===== config.mk =====
export PLATFORM = sky130hd
export DESIGN_NAME = lookup2_byte_stream_hash
export DESIGN_NICKNAME = d
export VERILOG_FILES = /design/src/rtl/lbh_pkg.sv /design/src/rtl/lookup2_byte_stream_hash.sv /design/src/rtl/lbh_front.sv /design/src/rtl/lbh_queue.sv /design/src/rtl/lbh_back.sv
export SDC_FILE = /design/constraint.sdc
export NUM_CORES = 2
export LEC_CHECK = 0
export BUFFER_PORTS_ARGS = -buffer_cell sky130_fd_sc_hd__buf_4
export CAP_MARGIN = 30
export CORE_MARGIN = 5
export CORE_UTILIZATION = 48
export DETAILED_ROUTE_END_ITERATION = 10
export PLACE_DENSITY_LB_ADDON = 0.08
export SKIP_CTS_REPAIR_TIMING = 1
export SYNTH_ARGS = -nofsm -noshare
export SYNTH_HDL_FRONTEND = slang
export SYNTH_HIERARCHICAL = 1
export SYNTH_SLANG_ARGS = --single-unit

===== constraint.sdc =====
create_clock -name i_clk -period 28.3 [get_ports i_clk]
set_input_delay 5.66 -clock i_clk [delete_from_list [all_inputs] [get_ports i_clk]]
set_output_delay 5.66 -clock i_clk [all_outputs]
set_load 0.02 [all_outputs]

===== src/rtl/lbh_pkg.sv =====
// ============================================================================
// lbh_pkg
// Shared types, constants and the lookup2 mix row for the byte stream hash.
// ============================================================================
`default_nettype none

package lbh_pkg;

    localparam logic [31:0] Golden    = 32'h9e37_79b9;
    localparam logic [31:0] InitReset = 32'h1c8c_fbff;

    localparam int unsigned QDepth = 4;
    localparam int unsigned QAw    = $clog2(QDepth);
    localparam int unsigned QCw    = $clog2(QDepth + 1);

    localparam logic [3:0] LastPos = 4'd11;
    localparam logic [3:0] LastRow = 4'd8;

    typedef struct packed {
        logic [31:0] wa;
        logic [31:0] wb;
        logic [31:0] wc;
        logic [31:0] count;
        logic        full;
        logic        last;
    } t_desc;

    typedef struct packed {
        logic empty;
        logic full;
    } t_qstat;

    typedef struct packed {
        logic [31:0] a;
        logic [31:0] b;
        logic [31:0] c;
    } t_abc;

    function automatic t_abc mix_row(input logic [3:0] row, input t_abc s);
        t_abc r;
        r = s;
        unique case (row)
            4'd0: r.a = (s.a - s.b - s.c) ^ (s.c >> 13);
            4'd1: r.b = (s.b - s.c - s.a) ^ (s.a << 8);
            4'd2: r.c = (s.c - s.a - s.b) ^ (s.b >> 13);
            4'd3: r.a = (s.a - s.b - s.c) ^ (s.c >> 12);
            4'd4: r.b = (s.b - s.c - s.a) ^ (s.a << 16);
            4'd5: r.c = (s.c - s.a - s.b) ^ (s.b >> 5);
            4'd6: r.a = (s.a - s.b - s.c) ^ (s.c >> 3);
            4'd7: r.b = (s.b - s.c - s.a) ^ (s.a << 10);
            4'd8: r.c = (s.c - s.a - s.b) ^ (s.b >> 15);
            default: r = s;
        endcase
        return r;
    endfunction

endpackage

`default_nettype wire


===== src/rtl/lookup2_byte_stream_hash.sv =====
// ============================================================================
// lookup2_byte_stream_hash
// Streaming lookup2 hash over a byte stream, at most one byte per beat.
// ============================================================================
//  Channel   Signals                                   Direction
//  input     i_valid, o_ready, i_data_byte,            in
//            i_has_byte, i_last_item
//  output    o_valid, i_ready, o_hash_value            out
//  config    i_cfg_we, i_cfg_wdata                     in
//
//  The front takes one beat per cycle while the four-entry block queue has room.
//  Each 12-byte block takes one add and nine mix rows in the back.
//  A message end adds the length, mixes nine rows and sets the output register.
//  Reset is synchronous and needs no clearing pass; stalls at the output
//  back up into the queue and then drop o_ready.
// ============================================================================
`default_nettype none

module lookup2_byte_stream_hash (
    input  wire logic        i_clk,
    input  wire logic        i_rst_n,
    input  wire logic        i_valid,
    output logic             o_ready,
    input  wire logic [7:0]  i_data_byte,
    input  wire logic        i_has_byte,
    input  wire logic        i_last_item,
    output logic             o_valid,
    input  wire logic        i_ready,
    output logic [31:0]      o_hash_value,
    input  wire logic        i_cfg_we,
    input  wire logic [31:0] i_cfg_wdata
);

    logic [31:0]      r_init;
    logic             accept;
    logic             q_push;
    logic             q_pop;
    lbh_pkg::t_desc   q_in;
    lbh_pkg::t_desc   q_head;
    lbh_pkg::t_qstat  q_stat;

    always_ff @(posedge i_clk) begin
        if (!i_rst_n) begin
            r_init <= lbh_pkg::InitReset;
        end else if (i_cfg_we) begin
            r_init <= i_cfg_wdata;
        end
    end

    assign o_ready = !q_stat.full;
    assign accept  = i_valid && o_ready;

    lbh_front u_front (
        .i_clk       (i_clk),
        .i_rst_n     (i_rst_n),
        .i_accept    (accept),
        .i_data_byte (i_data_byte),
        .i_has_byte  (i_has_byte),
        .i_last_item (i_last_item),
        .i_init      (r_init),
        .o_desc      (q_in),
        .o_push      (q_push)
    );

    lbh_queue u_queue (
        .i_clk   (i_clk),
        .i_rst_n (i_rst_n),
        .i_push  (q_push),
        .i_desc  (q_in),
        .i_pop   (q_pop),
        .o_head  (q_head),
        .o_stat  (q_stat)
    );

    lbh_back u_back (
        .i_clk        (i_clk),
        .i_rst_n      (i_rst_n),
        .i_head       (q_head),
        .i_qstat      (q_stat),
        .o_pop        (q_pop),
        .o_valid      (o_valid),
        .i_ready      (i_ready),
        .o_hash_value (o_hash_value)
    );

    a_no_pop_empty: assert property (@(posedge i_clk) disable iff (!i_rst_n)
        !(q_pop && q_stat.empty))
        else $error("Block queue popped while empty.");

    a_no_push_full: assert property (@(posedge i_clk) disable iff (!i_rst_n)
        !(q_push && q_stat.full))
        else $error("Block queue pushed while full.");

    a_tail_is_last: assert property (@(posedge i_clk) disable iff (!i_rst_n)
        (q_push && !q_in.full) |-> q_in.last)
        else $error("Partial block queued without a message end.");

    a_push_on_beat: assert property (@(posedge i_clk) disable iff (!i_rst_n)
        q_push |-> accept)
        else $error("Block queued without an accepted beat.");

endmodule

`default_nettype wire


===== src/rtl/lbh_front.sv =====
// ============================================================================
// lbh_front
// Takes message beats, packs bytes into 12-byte blocks and queues blocks.
// ============================================================================
`default_nettype none

module lbh_front (
    input  wire logic          i_clk,
    input  wire logic          i_rst_n,
    input  wire logic          i_accept,
    input  wire logic [7:0]    i_data_byte,
    input  wire logic          i_has_byte,
    input  wire logic          i_last_item,
    input  wire logic [31:0]   i_init,
    output lbh_pkg::t_desc     o_desc,
    output logic               o_push
);

    logic [31:0] r_wa, n_wa;
    logic [31:0] r_wb, n_wb;
    logic [23:0] r_wcp, n_wcp;
    logic [3:0]  r_pos, n_pos;
    logic [31:0] r_count, n_count;
    logic [31:0] r_c_base, n_c_base;
    logic        r_started, n_started;
    logic        r_first, n_first;

    logic        take;
    logic        block_done;
    logic [31:0] cur_wa, cur_wb;
    logic [23:0] cur_wcp;
    logic [31:0] count_new;
    logic [31:0] base_sel;
    logic [31:0] wc_raw;

    always_comb begin
        take       = i_accept && i_has_byte;
        block_done = take && (r_pos == lbh_pkg::LastPos);
        count_new  = r_count + {31'd0, take};
        cur_wa     = r_wa;
        cur_wb     = r_wb;
        cur_wcp    = r_wcp;
        if (take) begin
            priority if (r_pos < 4'd4) begin
                cur_wa[{r_pos[1:0], 3'b000} +: 8] = i_data_byte;
            end else if (r_pos < 4'd8) begin
                cur_wb[{r_pos[1:0], 3'b000} +: 8] = i_data_byte;
            end else if (r_pos < lbh_pkg::LastPos) begin
                cur_wcp[{r_pos[1:0], 3'b000} +: 8] = i_data_byte;
            end else begin
                cur_wcp = r_wcp;
            end
        end
        if (!r_first) begin
            base_sel = 32'd0;
        end else if (r_started) begin
            base_sel = r_c_base;
        end else begin
            base_sel = i_init;
        end
        wc_raw = block_done ? {i_data_byte, r_wcp} : {cur_wcp, 8'h00};

        o_push       = i_accept && (block_done || i_last_item);
        o_desc.wa    = cur_wa;
        o_desc.wb    = cur_wb;
        o_desc.wc    = wc_raw + base_sel;
        o_desc.count = count_new;
        o_desc.full  = block_done;
        o_desc.last  = i_last_item;
    end

    always_comb begin
        n_wa      = r_wa;
        n_wb      = r_wb;
        n_wcp     = r_wcp;
        n_pos     = r_pos;
        n_count   = r_count;
        n_c_base  = r_c_base;
        n_started = r_started;
        n_first   = r_first;
        if (i_accept) begin
            if (i_last_item) begin
                n_wa      = 32'd0;
                n_wb      = 32'd0;
                n_wcp     = 24'd0;
                n_pos     = 4'd0;
                n_count   = 32'd0;
                n_started = 1'b0;
                n_first   = 1'b1;
            end else if (block_done) begin
                n_wa      = 32'd0;
                n_wb      = 32'd0;
                n_wcp     = 24'd0;
                n_pos     = 4'd0;
                n_count   = count_new;
                n_started = 1'b1;
                n_first   = 1'b0;
            end else if (take) begin
                n_wa      = cur_wa;
                n_wb      = cur_wb;
                n_wcp     = cur_wcp;
                n_pos     = r_pos + 4'd1;
                n_count   = count_new;
                n_started = 1'b1;
                if (!r_started) begin
                    n_c_base = i_init;
                end
            end
        end
    end

    always_ff @(posedge i_clk) begin
        if (!i_rst_n) begin
            r_wa      <= 32'd0;
            r_wb      <= 32'd0;
            r_wcp     <= 24'd0;
            r_pos     <= 4'd0;
            r_count   <= 32'd0;
            r_started <= 1'b0;
            r_first   <= 1'b1;
        end else begin
            r_wa      <= n_wa;
            r_wb      <= n_wb;
            r_wcp     <= n_wcp;
            r_pos     <= n_pos;
            r_count   <= n_count;
            r_started <= n_started;
            r_first   <= n_first;
        end
        r_c_base <= n_c_base;
    end

endmodule

`default_nettype wire


===== src/rtl/lbh_queue.sv =====
// ============================================================================
// lbh_queue
// Small block queue between the packing front and the mixing back.
// ============================================================================
`default_nettype none

module lbh_queue (
    input  wire logic           i_clk,
    input  wire logic           i_rst_n,
    input  wire logic           i_push,
    input  wire lbh_pkg::t_desc i_desc,
    input  wire logic           i_pop,
    output lbh_pkg::t_desc      o_head,
    output lbh_pkg::t_qstat     o_stat
);

    lbh_pkg::t_desc r_mem [lbh_pkg::QDepth];

    logic [lbh_pkg::QAw-1:0] r_wr_ptr, n_wr_ptr;
    logic [lbh_pkg::QAw-1:0] r_rd_ptr, n_rd_ptr;
    logic [lbh_pkg::QCw-1:0] r_fill, n_fill;

    always_comb begin
        n_wr_ptr = r_wr_ptr + lbh_pkg::QAw'(i_push);
        n_rd_ptr = r_rd_ptr + lbh_pkg::QAw'(i_pop);
        n_fill   = r_fill + lbh_pkg::QCw'(i_push) - lbh_pkg::QCw'(i_pop);

        o_head       = r_mem[r_rd_ptr];
        o_stat.empty = (r_fill == '0);
        o_stat.full  = (r_fill == lbh_pkg::QCw'(lbh_pkg::QDepth));
    end

    always_ff @(posedge i_clk) begin
        if (!i_rst_n) begin
            r_wr_ptr <= '0;
            r_rd_ptr <= '0;
            r_fill   <= '0;
        end else begin
            r_wr_ptr <= n_wr_ptr;
            r_rd_ptr <= n_rd_ptr;
            r_fill   <= n_fill;
        end
        if (i_push) begin
            r_mem[r_wr_ptr] <= i_desc;
        end
    end

endmodule

`default_nettype wire


===== src/rtl/lbh_back.sv =====
// ============================================================================
// lbh_back
// Adds queued blocks into the hash state, runs the mix and emits the hash.
// ============================================================================
`default_nettype none

module lbh_back (
    input  wire logic            i_clk,
    input  wire logic            i_rst_n,
    input  wire lbh_pkg::t_desc  i_head,
    input  wire lbh_pkg::t_qstat i_qstat,
    output logic                 o_pop,
    output logic                 o_valid,
    input  wire logic            i_ready,
    output logic [31:0]          o_hash_value
);

    typedef enum logic [3:0] {
        S_IDLE    = 4'b0001,
        S_ADD_LEN = 4'b0010,
        S_MIX     = 4'b0100,
        S_EMIT    = 4'b1000
    } t_state;

    t_state         r_state, n_state;
    lbh_pkg::t_abc  r_abc, n_abc;
    lbh_pkg::t_abc  mixed;
    logic [3:0]     r_row, n_row;
    logic           r_last, n_last;
    logic           r_final, n_final;
    logic [31:0]    r_len, n_len;
    logic           r_out_valid, n_out_valid;
    logic [31:0]    r_out_hash, n_out_hash;

    always_comb begin
        mixed       = lbh_pkg::mix_row(r_row, r_abc);
        n_state     = r_state;
        n_abc       = r_abc;
        n_row       = r_row;
        n_last      = r_last;
        n_final     = r_final;
        n_len       = r_len;
        n_out_valid = r_out_valid && !i_ready;
        n_out_hash  = r_out_hash;
        o_pop       = 1'b0;

        unique case (r_state)
            S_IDLE: begin
                if (!i_qstat.empty) begin
                    o_pop   = 1'b1;
                    n_abc.a = r_abc.a + i_head.wa;
                    n_abc.b = r_abc.b + i_head.wb;
                    n_abc.c = r_abc.c + i_head.wc;
                    n_last  = i_head.last;
                    n_len   = i_head.count;
                    n_final = 1'b0;
                    n_row   = 4'd0;
                    n_state = i_head.full ? S_MIX : S_ADD_LEN;
                end
            end
            S_ADD_LEN: begin
                n_abc.c = r_abc.c + r_len;
                n_final = 1'b1;
                n_row   = 4'd0;
                n_state = S_MIX;
            end
            S_MIX: begin
                n_abc = mixed;
                n_row = r_row + 4'd1;
                if (r_row == lbh_pkg::LastRow) begin
                    priority if (r_final) begin
                        n_state = S_EMIT;
                    end else if (r_last) begin
                        n_state = S_ADD_LEN;
                    end else begin
                        n_state = S_IDLE;
                    end
                end
            end
            S_EMIT: begin
                if (!r_out_valid || i_ready) begin
                    n_out_valid = 1'b1;
                    n_out_hash  = r_abc.c;
                    n_abc.a     = lbh_pkg::Golden;
                    n_abc.b     = lbh_pkg::Golden;
                    n_abc.c     = 32'd0;
                    n_state     = S_IDLE;
                end
            end
            default: n_state = S_IDLE;
        endcase
    end

    always_ff @(posedge i_clk) begin
        if (!i_rst_n) begin
            r_state     <= S_IDLE;
            r_abc.a     <= lbh_pkg::Golden;
            r_abc.b     <= lbh_pkg::Golden;
            r_abc.c     <= 32'd0;
            r_row       <= 4'd0;
            r_last      <= 1'b0;
            r_final     <= 1'b0;
            r_out_valid <= 1'b0;
        end else begin
            r_state     <= n_state;
            r_abc       <= n_abc;
            r_row       <= n_row;
            r_last      <= n_last;
            r_final     <= n_final;
            r_out_valid <= n_out_valid;
        end
        r_len      <= n_len;
        r_out_hash <= n_out_hash;
    end

    assign o_valid      = r_out_valid;
    assign o_hash_value = r_out_hash;

endmodule

`default_nettype wire


; Word-level counts from Yosys, hierarchy flattened
; Memories as Yosys holds them, arrays and structs flattened. A register that Yosys moved wholly into a read port is not among the register bits.
; Cells that the tools add are included.
[classes]
n_reduce_logical = 29
shift = 4
n_lt_le_gt_ge = 3
add_sub_neg = 19
muxes = 60
n_bitwise = 12
eq_ne = 20
[ops]
columns = operator, n
row1 = $mux W32, 17
row2 = $pmux W32 S3, 3
row3 = $mux W96, 2
row4 = $pmux W64 S3, 1
row5 = $sub A32 B32 Y32, 6
row6 = $mux W24, 7
row7 = $add A32 B32 Y32, 5
row8 = $pmux W32 S4, 1
row9 = $xor A32 B32 Y32, 3
row10 = $bwmux W32, 2
row11 = $xor A32 B19 Y32, 2
row12 = $add A32 B1 Y32, 1
row13 = $mux W4, 8
row14 = $shift A8 B7 Y32 const A, 1
row15 = $shiftx A8 B7 Y32, 1
row16 = $xor A32 B17 Y32, 1
row17 = $xor A32 B20 Y32, 1
row18 = $xor A32 B27 Y32, 1
row19 = $xor A32 B29 Y32, 1
row20 = $bwmux W24, 1
row21 = $shift A8 B7 Y24 const A, 1
row22 = $shiftx A8 B7 Y24, 1
row23 = $eq A4 B3 Y1 const B, 5
row24 = $pmux W4 S4, 1
row25 = 32 further kinds, 74
[totals]
in_bits = 47
reg_bits = 368
mem_count = 1
ram_bits = 520
[mem_list]
columns = memory, depth, word_bits, rd, rd_clocked_by_memory_dff, wr, line_no
row1 = u_queue.r_mem, 4, 130, 1, 1, 1, lbh_queue.sv:17  ; lbh_pkg::t_desc r_mem [lbh_pkg::QDepth];

; Longest topological paths before layout
[depth]
ltp_word = 10
mapped_depth = 20
depth_no_buf = 19

; By module
; Netlist, hierarchy kept.
[modules_own_cells]
columns = mod, instances, seq_area_each_um2, cells_per_inst, area_each_um2
row1 = lbh_back, 1, 4063.9, 2510, 21134.0
row2 = lbh_queue, 1, 15755.1, 713, 19219.7
row3 = lbh_front, 1, 3483.3, 1225, 9968.3
row4 = lookup2_byte_stream_hash, 1, 640.6, 105, 1183.6

; Least setup slack after synthesis
; No wires, ideal clock.
[synth_path]
kind = in2reg
from = input port i_valid
to = memory u_queue/r_mem[0][0] in the netlist's numbering (enable)
t_arrival_ns = 16.158
stages = 7
path_buffers = 0
path_slack_ns = 11.337
required_time_ns = 27.495
setup_ns = 0.805
path_cell_list = nor2b_1 > nand2_1 > nor2_1 > nand3_1 > inv_1 > o21a_1 > nor3b_1
[synth_between]
elab_chain_len = 7
[synth_rtl]
columns = element, line_no
row1 = from (decl), lookup2_byte_stream_hash.sv:22  ; input wire logic i_valid,
row2 = $logic_and A1 B1 Y1 *, lookup2_byte_stream_hash.sv:51  ; assign accept = i_valid && o_ready;
row3 = $logic_and A1 B1 Y1, lbh_front.sv:37  ; take = i_accept && i_has_byte;
row4 = $logic_and A1 B1 Y1, lbh_front.sv:38  ; block_done = take && (r_pos == lbh_pkg::LastPos);
row5 = $logic_or A1 B1 Y1, lbh_front.sv:63  ; o_push = i_accept && (block_done || i_last_item);
row6 = $logic_and A1 B1 Y1 *, lbh_front.sv:63
row7 = via q_push, lookup2_byte_stream_hash.sv:36  ; logic q_push;
row8 = $mux W1 *, lbh_queue.sv:43  ; if (i_push) begin
row9 = $mux W1 (implied by the code) *, lbh_queue.sv:44  ; r_mem[r_wr_ptr] <= i_desc;
row10 = to (decl), lbh_queue.sv:17
; Mark *: on every way through the listed nets, which the timed path passes. The rest lies on a longest branch.

==> reports/qor.tcl <==
set qor(outcome) {finished, final reports clean}
set qor(max_cap_viol_count) 0
set qor(setup_viol) 0
set qor(postRouteWirelength_um) 173000
set qor(drive_above_1_share_pct) 12.0
set qor(synth_nets) 4936
set qor(synth_edf_count) 616
set qor(cts_buffers) 97
set qor(yosys.area.top_type) {edfxtp_1}
set qor(combined_flip_flop_and_latch_cell_area_um2) 24000
set qor(drt-initial-drc-count) 3718
set qor(gr-usage-all-layers_pct) 29.9
set qor(coreArea_um2) 107000
set qor(ff2ff_setup_slack_ns) 22.06
set qor(worst-endpoint-arrival_ns) 10.71
set qor(element_type_at_the_critical_path_end) {flop}
set qor(route.antenna.remaining_nets) 0
set qor(worst_ir_drop_vdd_uv) 76.9
set qor(clk_path_buf_depth) 3
set qor(route.detailed.wl_per_inst_um) 28.4
set qor(power_density_nw_per_um2) 136
set qor(floorplan.die.height_um) 338
set qor(antenna_found_initial) 8
set qor(gp_routability_congestion) 1.02
set qor(seq_area_frac_synth_pct) 46.5
set qor(placement.setup.worst_slack_ns) 17.39
set qor(grt_pass1_wl_um) 251000
set qor(top_ports) 81
set qor(synth-async-reset-ratio_pct) 0
set qor(largest_net_degree_at_the_start_of_global_routing) 71
set qor(worst-path-max-fanout) 30
set qor(timing.clock.skew_ns) 0.0404
set qor(cell_count_final_fillers_out) 6076
set qor(min-delay-path-class) {flop to flop}
set qor(placedInstanceArea_um2) 53500
set qor(numPlacedInstances) 5886
set qor(setup-tns-final_ns) 0
set qor(place.detailed.hpwl_um) 128000
set qor(clock.fmax_ghz) 0.0966
set qor(post-route-worst-setup-slack_ns) 17.95
set qor(synthCells) 4553
set qor(overflow) 0
set qor(clk_transition_reported_paths_ns) 0.06
set qor(cts_tree) {built}
set qor(design.die.area_um2) 114000
set qor(fill_cells) 9302
set qor(synthesized_area_divided_by_synthesized_cell_count_um2) 11.3
set qor(synth_top_flop_cell) {edfxtp_1}
set qor(final-hold-violation-count) 0
set qor(drtPass1Iterations) 6
set qor(final_net_count) 4969
set qor(rows) 120
set qor(crit_required_ns) 28.66
set qor(unrepaired_setup_endpoints_after_global_routing) {false}
set qor(cts_root_buf) {clkbuf_16}
set qor(post_drt_via_cell_ratio) 6.27
set qor(number_of_sinks_handled_by_clock_tree_synthesis) 888
set qor(worst_slew_pin_slew_ns) 1.08
set qor(multiInputGateArea_um2) 25800
set qor(cts_max_level) 3
set qor(startpoint_class) {input port}
set qor(slew_violations) 0
set qor(netlist_area_um2) 51500
set qor(p_leak_nw) 20.7
set qor(drc) 0
set qor(initial_core_util_pct) 48.2
set qor(port-buffer-count) 80
set qor(die_x_um) 338
set qor(netlist-cell-type-count) 97
set qor(leading_cell_types_by_total_area_after_synthesis) {edfxtp_1 36%, dfxtp_1 11%, ha_1 5.8%}
set qor(slew_headroom_pct) 27.8
set qor(worstSetupPathType) {input port to flop}
set qor(syn2layout_area_growth_pct) 10.1
set qor(cell_area_after_layout_um2) 56700
set qor(timing.final.crit_share_pct) 36.6
set qor(synth_seq_cells) 888
set qor(grt_pass1_vias) 36600
set qor(final.min_clock_period_ns) 10.35
set qor(vias) 38100
set qor(synthDominantCellAreaShare_pct) 35.9
set qor(clock_insertion_delay_worst_skew_ns) 0.69
set qor(yosys_warnings) 6
set qor(hold-worst-slack_ns) 0.469
## Yosys cell counts (36+ instances only)
| master | instances |
|---|---|
| nand3_1 | 68 |
| a22oi_1 | 104 |
| mux2i_1 | 51 |
| a21oi_1 | 265 |
| ha_1 | 238 |
| and3_1 | 41 |
| nand2b_1 | 39 |
| clkbuf_1 | 183 |
| nor2b_1 | 150 |
| nor3_1 | 54 |
| a211oi_1 | 52 |
| xnor2_1 | 252 |
| inv_1 | 170 |
| o21ai_0 | 244 |
| nand2_1 | 345 |
| o221ai_1 | 36 |
| and2_1 | 68 |
| edfxtp_1 | 616 |
| dfxtp_1 | 272 |
| a21o_1 | 120 |
| a31oi_1 | 43 |
| o22ai_1 | 52 |
| a221oi_1 | 41 |
| nor2_1 | 212 |
| mux2_2 | 63 |
| xor2_1 | 94 |
| mux4_2 | 130 |
| fa_1 | 98 |
## registers in the layout, summed over array words and instances (netlist names)
| signal | flops |
|---|---|
| u_queue/r_mem | 520 |
| u_back/r_abc | 96 |
| r_init | 32 |
| u_back/o_hash_value | 32 |
| u_back/r_len | 32 |
| u_front/r_c_base | 32 |
| u_front/r_count | 32 |
| u_front/r_wa | 32 |
| u_front/r_wb | 32 |
| u_front/r_wcp | 24 |
| u_back/r_row | 4 |
| u_back/r_state | 4 |
| u_front/r_pos | 4 |
| u_queue/r_fill | 3 |
| u_queue/r_rd_ptr | 2 |
| u_queue/r_wr_ptr | 2 |
| u_back/o_valid | 1 |
| u_back/r_final | 1 |
| u_back/r_last | 1 |
| u_front/r_first | 1 |
| u_front/r_started | 1 |
## worst max-delay path, stage by stage
cell	delay [ns]
buf_4	0.07
nor2b_1	0.41
nand2_1	0.34
nor2_1	0.16
nand3_1	0.58
inv_1	0.18
buf_4	0.31
and2_1	0.18
ha_1	0.19
inv_1	0.07
fa_1	0.47
nor2b_1	0.18
o2111ai_1	0.17
a21oi_1	0.43
o311ai_1	0.20
nand4_1	0.13
a41oi_1	0.24
o311ai_0	0.71
## layout make-up
cell class | instances | area share, %
Timing Repair Buffer | 166 | 2.30
Sequential cell | 888 | 42.2
Multi-Input combinational cell | 3258 | 45.6
Clock inverter | 53 | 0.876
Clock buffer | 130 | 4.75
Inverter | 175 | 1.16
Antenna cell | 3 | 0.0132
Tap cell | 1403 | 3.10
## routing by layer
metal  share of wire, %  GRT usage, %  wire [um]
met5              0.020             0         34
met4                6.3          15.8      10900
met3                7.1          5.26      12200
met2                 46          47.5      78600
met1                 41          39.3      70800
## logic make-up (layout without fill, tap and decap cells)
logic type | after synthesis | in the layout | synth area share [%]
muxes | 244 | 244 | 8.05
other | 0 | 3 | 0
xor gates and xnor gates | 348 | 348 | 5.97
DFF | 888 | 888 | 46.5
adders and majority gates | 336 | 336 | 9.59
AOI/OAI and AO/OA | 1239 | 1239 | 15.9
and+or+nand+nor | 1091 | 1091 | 10.5
buffers and inverters | 407 | 524 | 3.50
## metrics by stage
stage | total power, mW | util [%]
2_1_floorplan | 4.93 | -
3_3_place_gp | 6.30 | 50.0
3_5_place_dp | 6.30 | 50.1
4_1_cts | 7.60 | 53.1
5_1_grt | 8.09 | 53.1
6_report | 7.69 | 53.1
## power breakdown
group	leakage, nW	internal, mW	switching (mW)	total, mW
sequential	7.89	1.52	0.191	1.71
clock	1.55	0.729	0.533	1.26
combinational	11.2	1.81	2.91	4.72
## path summary, 6_finish.rpt
kind | startpoint | endpoint | depth (start not counted)
max reg2reg | u_queue/r_rd_ptr[0] | u_back/r_abc[56] | 17
max | i_valid | u_queue/r_mem[3][62] | 18
min reg2reg | r_init[14] | r_init[14] | 2
min | r_init[14] | r_init[14] | 2
## layout by cell type (no fill, tap or decap), types with 63 or more instances in the layout
cell type  count
edfxtp_1     616
mux2_2        63
ha_1         238
buf_4        157
nand2_1      344
o21ai_0      243
a21o_1       120
fa_1          98
a21oi_1      265
nand3_1       68
inv_1        168
xnor2_1      252
xor2_1        94
nor2_1       207
and2_1        68
mux4_2       130
a22oi_1      104
clkbuf_16    101
nor2b_1      150
dfxtp_1      270
No activity file was read; power rests on OpenSTA's default activity.
